File: src/first_fit_extent_allocator_unit_defines.svh
// assertion macros for the first fit extent allocator
`ifndef FIRST_FIT_EXTENT_ALLOCATOR_UNIT_DEFINES_SVH
`define FIRST_FIT_EXTENT_ALLOCATOR_UNIT_DEFINES_SVH
`ifndef SYNTH
`define FFEA_ASSERT_NOW(lbl, clk, rst, ante, cons) \
   lbl: assert property (@(posedge clk) disable iff (rst) (ante) |-> (cons)) \
      else $error("ffea assertion failed");
`define FFEA_ASSERT_NEXT(lbl, clk, rst, ante, cons) \
   lbl: assert property (@(posedge clk) disable iff (rst) (ante) |=> (cons)) \
      else $error("ffea assertion failed");
`else
`define FFEA_ASSERT_NOW(lbl, clk, rst, ante, cons)
`define FFEA_ASSERT_NEXT(lbl, clk, rst, ante, cons)
`endif
`endif

File: src/ffea_pkg.sv
`timescale 1ns / 1ps
package ffea_pkg;

   localparam int PAGE_W       = 52;
   localparam int SIZE_W       = 53;
   localparam int SUM_W        = 54;
   localparam int FFEA_ENTRIES = 64;

   localparam logic [1:0] ACT_ALLOC = 2'd0;
   localparam logic [1:0] ACT_FREE  = 2'd1;
   localparam logic [1:0] ACT_RESV  = 2'd2;
   localparam logic [1:0] ACT_NONE  = 2'd3;

   localparam logic [1:0] STS_OK       = 2'd0;
   localparam logic [1:0] STS_NOFIT    = 2'd1;
   localparam logic [1:0] STS_NOTFOUND = 2'd2;
   localparam logic [1:0] STS_FULL     = 2'd3;

   typedef struct packed {
      logic [1:0]        action;
      logic [PAGE_W-1:0] page;
      logic [PAGE_W-1:0] pages;
   } req_type;

   typedef struct packed {
      logic [1:0]        status;
      logic [PAGE_W-1:0] result_page;
   } rsp_type;

   // one table entry against the current request
   typedef struct packed {
      logic [PAGE_W-1:0] base;
      logic [SIZE_W-1:0] size;
      logic [PAGE_W-1:0] page;
      logic [PAGE_W-1:0] pages;
      logic [SIZE_W-1:0] req_end;
      logic [SIZE_W-1:0] ins_page;
      logic [SIZE_W-1:0] ins_pages;
      logic [SUM_W-1:0]  ins_end;
   } match_in_type;

   typedef struct packed {
      logic              fit;
      logic              contain;
      logic              empty;
      logic              merge_lo;
      logic              merge_hi;
      logic [SUM_W-1:0]  end_sum;
      logic [PAGE_W-1:0] alloc_base;
      logic [SIZE_W-1:0] alloc_size;
      logic [SIZE_W-1:0] grow_size;
      logic [SIZE_W-1:0] front_size;
      logic [SIZE_W-1:0] back_size;
   } match_type;

endpackage

File: src/ffea_match.sv
`timescale 1ns / 1ps
module ffea_match (
   input  ffea_pkg::match_in_type mi,
   output ffea_pkg::match_type    mo
);
   import ffea_pkg::*;

   logic [SUM_W-1:0] end_sum;

   assign end_sum = SUM_W'(mi.base) + SUM_W'(mi.size);

   always_comb begin
      mo.end_sum    = end_sum;
      mo.fit        = mi.size >= SIZE_W'(mi.pages);
      mo.contain    = (mi.page >= mi.base) && (SUM_W'(mi.req_end) <= end_sum);
      mo.empty      = mi.size == '0;
      mo.merge_lo   = SUM_W'(mi.base) == mi.ins_end;
      mo.merge_hi   = SUM_W'(mi.ins_page) == end_sum;
      mo.alloc_base = mi.base + mi.pages;
      mo.alloc_size = mi.size - SIZE_W'(mi.pages);
      mo.grow_size  = mi.size + mi.ins_pages;
      mo.front_size = SIZE_W'(mi.page - mi.base);
      mo.back_size  = SIZE_W'(end_sum - SUM_W'(mi.req_end));
   end

endmodule

File: config.mk
export PLATFORM = sky130hd
export DESIGN_NAME = ffea_match
export DESIGN_NICKNAME = d
export VERILOG_FILES = /design/src/first_fit_extent_allocator_unit_defines.svh /design/src/ffea_pkg.sv /design/src/ffea_match.sv
export SDC_FILE = /design/constraint.sdc
export NUM_CORES = 1
export LEC_CHECK = 0
export ABC_AREA = 0
export BUFFER_PORTS_ARGS = -buffer_cell sky130_fd_sc_hd__buf_2
export CORE_AREA = 4 4 292 294
export DETAILED_ROUTE_END_ITERATION = 8
export DIE_AREA = 0 0 296 298
export PLACE_DENSITY_LB_ADDON = 0.2
export RECOVER_POWER = 100
export SYNTH_ARGS = -nofsm -noshare
export SYNTH_HDL_FRONTEND = slang
export SYNTH_SLANG_ARGS = --single-unit
File: constraint.sdc
create_clock -name vclk -period 11.3
set_input_delay 0.565 -clock vclk [all_inputs]
set_output_delay 0.565 -clock vclk [all_outputs]
set_load 0.05 [all_outputs]
Word-level counts from Yosys, hierarchy flattened

Cells that the tools add are included.

Register bits: 0
Latch bits: 0
Bits in writable memories: 0
ROM bits: 0
Input port bits: 422
Output and inout port bits: 323
Memories kept: 0

Add/subtract/negate cells: 6
Multiply operators: 0
Div/mod/pow operators: 0
Magnitude comparators: 3
Eq/ne operators: 2
Shift operators: 0
Mux-type cells: 0
Bitwise operators: 0
Reductions and logical operators: 2

Operators with widths:

| kind              | number |
|---|---|
| $add 52x53->54    | 1 |
| $eq 52x54->1      | 1 |
| $eq 53x54->1      | 1 |
| $le 53x54->1      | 1 |
| $add 53x53->53    | 1 |
| $ge 53x52->1      | 1 |
| $logic_not 53->1  | 1 |
| $sub 52x52->53    | 1 |
| $sub 53x52->53    | 1 |
| $sub 53x53->53    | 1 |
| $add 52x52->52    | 1 |
| $ge 52x52->1      | 1 |
| $logic_and 1x1->1 | 1 |

Longest topological paths before layout

Gate-level depths: netlist of the first run.

Word-level depth: 3
Depth in mapped cells: 23

Worst setup path after synthesis of the first run

OpenSTA, ideal clock, no wires.

Path kind: input port to output port
Start: in mi[317] (netlist name)
End: out mo[49] (netlist name)
Arrival: 6,726 ps
Data required time: 10,735 ps
Setup slack: 4,009 ps
Stages: 22
Path buffers: 1
Cells stage by stage: ha_1 > fa_1 > a211oi_2 > o211ai_2 > nand3_1 > a21boi_1 > o2111a_1 > a211oi_1 > ha_1 > clkbuf_1 > and3_1 > nand3_1 > o31ai_1 > a21oi_1 > o21a_1 > o21ai_0 > a211oi_1 > o31a_1 > or2_2 > nand4_1 > o21ai_0 > a221oi_1

RTL lines:

| item               | RTL line        | source |
|---|---|---|
| start: declaration | ffea_match.sv:3 | `input ffea_pkg::match_in_type mi,` |
| end: declaration   | ffea_match.sv:4 | `output ffea_pkg::match_type mo` |

==> summary.md, run 1 <==
| Metric | Value |
|---|---|
| Share of layout cells above drive strength 1 | `0.134` |
| Relative slew slack | `0.372` |
| Worst Hold End | `mo[319]` |
| Worst hold stages | `3` |
| Routed length per instance | `26.0 um` |
| Cell Pwr Density | `135 mW/mm^2` |
| Synthesized area per cell | `6.88 sq um` |
| Crit end category | `output pin` |
| Clock buffers | `0` |
| WL met1 | `50800 um` |
| Slew @ Worst Pin | `0.933 ns` |
| Tcrit/Tclk final | `0.707` |
| Final setup violation count | `0` |
| IO Port Bufs | `745` |
| HP Class | `in -> out` |
| Vias | `25522` |
| Io pins | `745` |
| Sequential share of the synthesized area | `0` |
| Vias in the first global route | `24859` |
| Most common cell after layout, fill and taps aside | `buf_2` |
| Tot GR Track Use | `0.263` |
| Arr. time, crit path | `7.42 ns` |
| Final WL | `124000 um` |
| Final Util | `0.302` |
| Antenna-violating nets left | `0` |
| VDD IR max | `0.0000938 V` |
| Highest metal used | `met5` |
| Syn nets | `3783` |
| Fin. max-slew vios | `0` |
| Met2 wire length | `59700 um` |
| Max FO, Critical Path | `6` |
| Filler instances | `9460` |
| Setup bufs post-CTS | `0` |
| Antenna violations before repair | `31` |
| Leak Pwr | `12.2 nW` |
| Cell Rows | `106` |
| # hold bufs at CTS | `0` |
| First-pass GRT wire length | `172000 um` |
| Yosys top cell area share | `0.221` |
| Final min period | `7.99 ns` |
| Placer congestion estimate | `0.980` |
| Worst Setup Start Kind | `primary input` |
| Max_cap viols | `0` |
| Total gr overflow | `0` |
| Cts repair resizes | `0` |
| Met3 wire length | `8530 um` |
| Register area | `0 sq um` |
| Die H | `298 um` |
| Number of sequential cells | `0` |
| Largest net degree at the start of global routing | `14` |
| Final Hold Fails | `0` |
| RSZ-0062 raised after global routing | `false` |
| Post-synthesis instance area | `0.0206 sq mm` |
| Synth area leader | `ha_1` |
| Residual DRC | `0` |
| Die area | `0.0882 sq mm` |
| Data required time of the worst path | `10.74 ns` |
| NumNets Final | `4455` |
| Unique cell type count in the Yosys netlist | `88` |
| Hold_sp | `mi[2]` |
| Status | `finished clean` |
| Leading post-synthesis cells by cell area | `ha_1 (22%), xnor2_1 (11%), a21oi_1 (7.4%)` |
| DRT iter0 DRCs | `1638` |
| Hpwl dp | `111000 um` |
| Commonest non-fill, non-tap cells in the layout | `buf_2 (432), ha_1 (363), clkbuf_1 (313)` |
| Max Clk Rate | `0.125 GHz` |
| Die Span X | `296 um` |
| Critical path type | `in -> out` |
| Mapped Cells | `2992` |
| Initial cell density of the core | `0.248` |
| Fin Setup TNS | `0 ns` |
| Vias/cell | `5.36` |
| Core area | `0.0829 sq mm` |
| Yosys warnings | `0` |
| Detailed Routing Iterations Pass 1 | `5` |
| Area growth from synthesis to layout | `21.6%` |
==> worst max-delay path by stage <==
stage | start | to | slack [ns] | cells after the start
floorplan | mi[317] | mo[49] | 4.01 | 22
global placement | mi[317] | mo[321] | 3.86 | 21
detailed placement | mi[317] | mo[321] | 3.78 | 21
CTS | mi[317] | mo[321] | 3.75 | 21
global route | mi[371] | mo[321] | 2.91 | 21
finish | mi[317] | mo[321] | 3.31 | 21
==> final cells by class <==
cell class / count / area, sq um / share of cell area
diodes: 16 / 40.0 / 0.00160
repair buffers: 756 / 3420 / 0.137
inverters: 296 / 1120 / 0.0446
multi-input cells: 2610 / 19100 / 0.763
well taps: 1080 / 1350 / 0.0540
==> cell families (layout without fill, tap and decap cells) <==
family | count (synthesis) | after routing | share of synthesized area
simple gates | 826 | 826 | 0.205
mux | 10 | 10 | 0.00492
compound gates | 1020 | 1020 | 0.322
other cells | 0 | 16 | 0
fa+ha+maj | 369 | 369 | 0.226
xor+xnor | 385 | 385 | 0.170
buf+inv | 382 | 1052 | 0.0716
==> critical path: stages <==
cell	delay, ns
buf_2	0.17
ha_1	0.24
fa_1	0.41
a211oi_1	0.38
o211ai_1	0.19
nand3_1	0.17
a21boi_0	0.19
o21ai_0	0.43
a31oi_1	0.26
o21ai_0	0.55
xnor2_1	0.28
ha_1	0.37
nand2_1	0.15
nor2_1	0.29
nand3_1	0.16
nor3_1	0.74
nand4_1	0.43
nor4_1	0.61
nor3_1	0.09
a2bb2oi_1	0.23
clkbuf_1	0.51
==> synthesized netlist by cell type (34+ instances only) <==
| cell type | n |
|---|---|
| a21o_1 | 171 |
| a21oi_1 | 305 |
| a31oi_1 | 50 |
| and3_1 | 34 |
| clkbuf_1 | 64 |
| ha_1 | 363 |
| inv_1 | 294 |
| nand2_1 | 187 |
| nand2b_1 | 50 |
| nand3_1 | 71 |
| nand4_1 | 64 |
| nor2_1 | 169 |
| nor2b_1 | 54 |
| nor3_1 | 66 |
| nor4_1 | 35 |
| o21a_1 | 47 |
| o21ai_0 | 165 |
| o21bai_1 | 49 |
| xnor2_1 | 250 |
| xor2_1 | 126 |
==> metal layers <==
layer	up-vias	track usage
met4	16	0.0760
met3	166	0.0428
met5	-	0
met1	12149	0.324
li1	12229	-
met2	962	0.470
==> report_power, final <==
part           internal, mW    total [mW]  leakage (nW)  switching [mW]
sequential                0             0             0               0
clock          0.0000000835  0.0000000836      0.000101               0
combinational         0.859          3.39          12.2            2.53
total                 0.859          3.39          12.2            2.53
==> stage by stage <==
step	cells	hold slack (ns)	area [sq um]	power [mW]	setup WS, ns
finish	4758	1.61	25000	3.39	3.31
global placement	4742	1.52	25400	3.48	3.86
floorplan	2992	1.38	20600	2.46	4.01
CTS	4742	1.52	25400	3.47	3.75
detailed placement	4742	1.52	25400	3.46	3.78
global route	4746	1.65	25000	3.60	2.91
No activity file was read; power rests on OpenSTA's default activity.
==> inputs of run 2 (changes only) <==
clock period = 7.18 ns   (was 11.3 ns; I/O delays follow)
==> run 2 against run 1 <==
  * Critical path depth is 1 higher
  * Routed wire length fell by 0.65%
  * Setup slack worse by 2.8 ns
  * Critical path type unchanged
  * Critical endpoint unchanged
==> summary.md, run 2 (synthesis gave the netlist of run 1 again) <==
| Metric | Value |
|---|---|
| Cell Pwr Density | `212 mW/mm^2` |
| Crit end category | `output pin` |
| Clock buffers | `0` |
| Arr. time, crit path | `6.33 ns` |
| Io pins | `745` |
| First-pass GRT wire length | `171000 um` |
| Worst Setup Start Kind | `primary input` |
| Slowest CP cell | `o21ai_0` |
| Initial cell density of the core | `0.248` |
| Number of sequential cells | `0` |
| Commonest non-fill, non-tap cells in the layout | `buf_2 (432), ha_1 (363), clkbuf_1 (308)` |
| Area growth from synthesis to layout | `22.1%` |
| Vias | `25301` |
| Largest net degree at the start of global routing | `12` |
| Leak Pwr | `12.3 nW` |
| Hpwl dp | `111000 um` |
| Cell Rows | `106` |
| Share of layout cells above drive strength 1 | `0.138` |
| Fin cells | `4773` |
| Routed length per instance | `25.8 um` |
| Final min period | `6.69 ns` |
| Max Clk Rate | `0.150 GHz` |
| Worst hold margin | `1.20 ns` |
| Placer congestion estimate | `0.984` |
| Worst setup slack after layout | `0.492 ns` |
| Detailed Routing Iterations Pass 1 | `8` |
| Tcrit/Tclk final | `0.932` |
| Relative slew slack | `0.320` |
| Vias in the first global route | `24893` |
| Total gr overflow | `0` |
| Final setup violation count | `0` |
| Data required time of the worst path | `6.82 ns` |
| Critical path type | `in -> out` |
| Max_cap viols | `0` |
| RSZ-0062 raised after global routing | `false` |
| Die Span X | `296 um` |
| # placed instances | `4750` |
| Fin Setup TNS | `0 ns` |
| CP max stage delay | `0.59 ns` |
| HP Class | `in -> out` |
| Vias/cell | `5.30` |
| DRT iter0 DRCs | `1945` |
| CP dominant cell by count | `o21ai_0` |
| CP cell instances | `buf_2 -> ha_1 -> fa_1 -> a211oi_2 -> o211ai_2 -> nand3_1 -> a21boi_1 -> o21ai_0 -> a31oi_1 -> o21ai_0 -> o21ai_0 -> buf_4 -> a21oi_1 -> xnor2_1 -> ha_1 -> and3_1 -> nand4_1 -> or4_1 -> nor4_1 -> nor3_1 -> a2bb2oi_1 -> clkbuf_2` |
| NumNets Final | `4463` |
| Antenna violations before repair | `38` |
| Most common cell after layout, fill and taps aside | `buf_2` |
| Status | `finished clean` |
| Filler instances | `9510` |
| Pwr Total | `5.34 mW` |
| Critical path's top delay family | `compound AO/OA/AOI/OAI gates` |
| Tot GR Track Use | `0.262` |
| Fin. max-slew vios | `0` |
| Final WL | `123000 um` |
| IO Port Bufs | `745` |
| Antenna-violating nets left | `0` |
| Worst path bufs/invs | `3` |
| Register area | `0 sq um` |
| Placement Setup Slack | `0.588 ns` |
| Residual DRC | `0` |
| Multi-input combinational cell area | `0.0191 sq mm` |
| Slew @ Worst Pin | `1.01 ns` |
| Setup bufs post-CTS | `0` |
| Final Hold Fails | `0` |
| Cts repair resizes | `0` |
| Die area | `0.0882 sq mm` |
| Core area | `0.0829 sq mm` |
| Die H | `298 um` |
| # hold bufs at CTS | `0` |
| VDD IR max | `0.000120 V` |
| Max FO, Critical Path | `8` |
==> run 2: cell count changes in the layout (fill, tap and decap cells not counted), moves of 5 or more <==
cell / delta
diode_2: +7
buf_4: +8
clkbuf_2: +5
clkbuf_1: -5
==> run 2: metrics by stage <==
stage               area [sq um]   util
floorplan                  20600      -
global placement           25500  0.307
detailed placement         25500  0.307
CTS                        25500  0.307
global route               25100  0.303
finish                     25100  0.303
==> run 2: final timing paths <==
check / start / end / depth (start not counted)
worst max-delay path: mi[317] / mo[321] / 22
worst min-delay path: mi[2] / mo[319] / 3
==> run 2: worst min-delay path: stages <==
cell	delay (ns)
buf_2	0.10
a2111oi_0	0.09
clkbuf_1	0.29
==> run 2: cell type report <==
cell class / instances / area share
Multi-Input combinational cell: 2610 / 0.761
Timing Repair Buffer: 764 / 0.139
Tap cell: 1080 / 0.0538
Inverter: 296 / 0.0444
Antenna cell: 23 / 0.00229
==> run 2: routing by layer <==
metal	track usage	vias to the layer above	part of all wire
met2	0.472	930	0.49
li1	-	12264	-
met5	0	-	0.00076
met3	0.0412	153	0.064
met1	0.321	11938	0.41
met4	0.0707	16	0.033
==> run 2: report_power, final <==
group | switching [mW] | internal (mW) | total [mW]
Combinational | 3.97 | 1.37 | 5.34
Sequential | 0 | 0 | 0
Clock | 0 | 0.000000401 | 0.000000401
==> inputs of run 3 (changes only) <==
==> constraint.sdc (replaced) <==
create_clock -name vclk -period 7.18
set_input_delay 0.359 -clock vclk [all_inputs]
set_output_delay 0.359 -clock vclk [all_outputs]
set_load 0.005 [all_outputs]
==> run 3 against run 2 <==
  * First-iteration DRC count shrank 11%
  * Non-clock buffer count shrank 4
  * Die area unchanged
  * Sequential share of layout area did not move
  * Sequential cell count did not move
  * Fmax is 0.59% higher
  * Final cell count down 0.34%
  * Combinational power down 33%
  * Total power decreased by 33%
  * Largest power group unchanged
==> summary.md, run 3 (synthesis gave the netlist of run 1 again) <==
| Metric | Value |
|---|---|
| Worst setup slack after layout | `0.531 ns` |
| Vias/cell | `5.33` |
| Die Span X | `296 um` |
| Routed length per instance | `25.8 um` |
| Cell Rows | `106` |
| Number of sequential cells | `0` |
| NumNets Final | `4459` |
| Hold_sp | `mi[2]` |
| Flop pwr share | `0` |
| Max_cap viols | `0` |
| CP max stage delay | `0.55 ns` |
| Antenna violations before repair | `35` |
| Data required time of the worst path | `6.82 ns` |
| Residual DRC | `0` |
| Share of layout cells above drive strength 1 | `0.141` |
| Fin Setup TNS | `0 ns` |
| CP cell instances | `clkbuf_1 -> ha_1 -> fa_1 -> a211oi_2 -> o211ai_2 -> nand3_1 -> a21boi_1 -> o21ai_0 -> a31oi_1 -> o21ai_0 -> o21ai_0 -> a21oi_1 -> xnor2_1 -> ha_1 -> and3_1 -> nand4_1 -> or4_1 -> nor4_1 -> nor3_1 -> a2bb2oi_1 -> clkbuf_1` |
| Worst hold stages | `3` |
| Internal power | `1.37 mW` |
| Tcrit/Tclk final | `0.926` |
| Fin area | `0.0251 sq mm` |
| Io pins | `745` |
| Max FO, Critical Path | `8` |
| Most common cell after layout, fill and taps aside | `buf_2` |
| Antenna-violating nets left | `0` |
| Vias in the first global route | `24841` |
| Largest net degree at the start of global routing | `14` |
| Status | `finished clean` |
| Final min period | `6.65 ns` |
| Net load switching power | `2.22 mW` |
| First-pass GRT wire length | `171000 um` |
| Core area | `0.0829 sq mm` |
| Pwr Total | `3.58 mW` |
| Clock buffers | `0` |
| CP dominant cell by count | `o21ai_0` |
| Relative slew slack | `0.315` |
| Crit end category | `output pin` |
| Max Clk Rate | `0.150 GHz` |
| Area growth from synthesis to layout | `21.7%` |
| Tot GR Track Use | `0.261` |
| Initial cell density of the core | `0.248` |
| Gate power share | `1.000` |
| Cell Pwr Density | `143 mW/mm^2` |
| RSZ-0062 raised after global routing | `false` |
| Hpwl dp | `111000 um` |
| Detailed Routing Iterations Pass 1 | `7` |
| Worst Hold End | `mo[319]` |
| Register area | `0 sq um` |
| # hold bufs at CTS | `0` |
| Leak Pwr | `12.3 nW` |
| Fin. max-slew vios | `0` |
| Commonest non-fill, non-tap cells in the layout | `buf_2 (453), ha_1 (363), a21oi_1 (306)` |
| HP Class | `in -> out` |
| Final Hold Fails | `0` |
| Cts repair resizes | `0` |
| Switch share | `0.619` |
| Dpl cell area | `0.0254 sq mm` |
| Worst Setup Start Kind | `primary input` |
| IO Port Bufs | `745` |
| Clock network fraction of design power | `0` |
| Slew @ Worst Pin | `1.02 ns` |
| Placer congestion estimate | `0.971` |
| Setup bufs post-CTS | `0` |
| Arr. time, crit path | `6.29 ns` |
| Vias | `25374` |
| Die H | `298 um` |
| VDD IR max | `0.0000444 V` |
| DRT iter0 DRCs | `1739` |
| Critical path type | `in -> out` |
| Placement Setup Slack | `0.646 ns` |
| Slowest CP cell | `o21ai_0` |
| Total gr overflow | `0` |
| Final WL | `123000 um` |
| Die area | `0.0882 sq mm` |
| Filler instances | `9470` |
| Final setup violation count | `0` |
run 3: worst max-delay path by stage:
| stage | cells past startpoint | slack, ns | to | from |
|---|---|---|---|---|
| floorplan | 22 | 2.01 | mo[49] | mi[317] |
| global placement | 22 | 0.76 | mo[49] | mi[380] |
| detailed placement | 22 | 0.65 | mo[49] | mi[380] |
| CTS | 22 | 0.63 | mo[49] | mi[380] |
| global route | 21 | 0.19 | mo[321] | mi[370] |
| finish | 21 | 0.53 | mo[321] | mi[370] |
run 3: cell type report:
class | instances | area, sq um | share of cell area
antenna | 11 | 27.5 | 0.00110
inverter | 296 | 1120 | 0.0446
tap | 1080 | 1350 | 0.0539
timing repair buffer | 760 | 3460 | 0.138
multi-input combinational | 2610 | 19100 | 0.762
run 3: metrics by stage:
step	std cells	hold slack [ns]	util
4_1_cts	4746	1.01	0.307
5_1_grt	4750	1.02	0.302
3_3_place_gp	4746	1.02	0.307
2_1_floorplan	2992	0.807	-
3_5_place_dp	4746	1.01	0.307
6_report	4757	0.998	0.302
run 3: power by group through the flow:
stage / logic (mW) / registers [mW] / clock network, mW
after CTS: 3.69 / 0 / 0
after detailed placement: 3.67 / 0 / 0
after global routing: 3.91 / 0 / 0.0000000748
final: 3.58 / 0 / 0.000000207
after global placement: 3.70 / 0 / 0
after floorplan: 2.12 / 0 / 0
run 3: worst max-delay path, delay by kind of cell:
kind	cells	cell delay, ns
compound gates	9	2.61
xor+xnor	1	0.20
fa+ha+maj	3	0.98
buf+inv	2	0.57
simple gates	6	1.57
run 3: per-layer routing:
metal  GRT usage  vias to the layer above  wire [um]
met5           0                        -        157
met2       0.473                      906      59900
li1            -                    12235          -
met1       0.319                    12021      50400
met4      0.0632                       26       4220
met3      0.0450                      186       8220
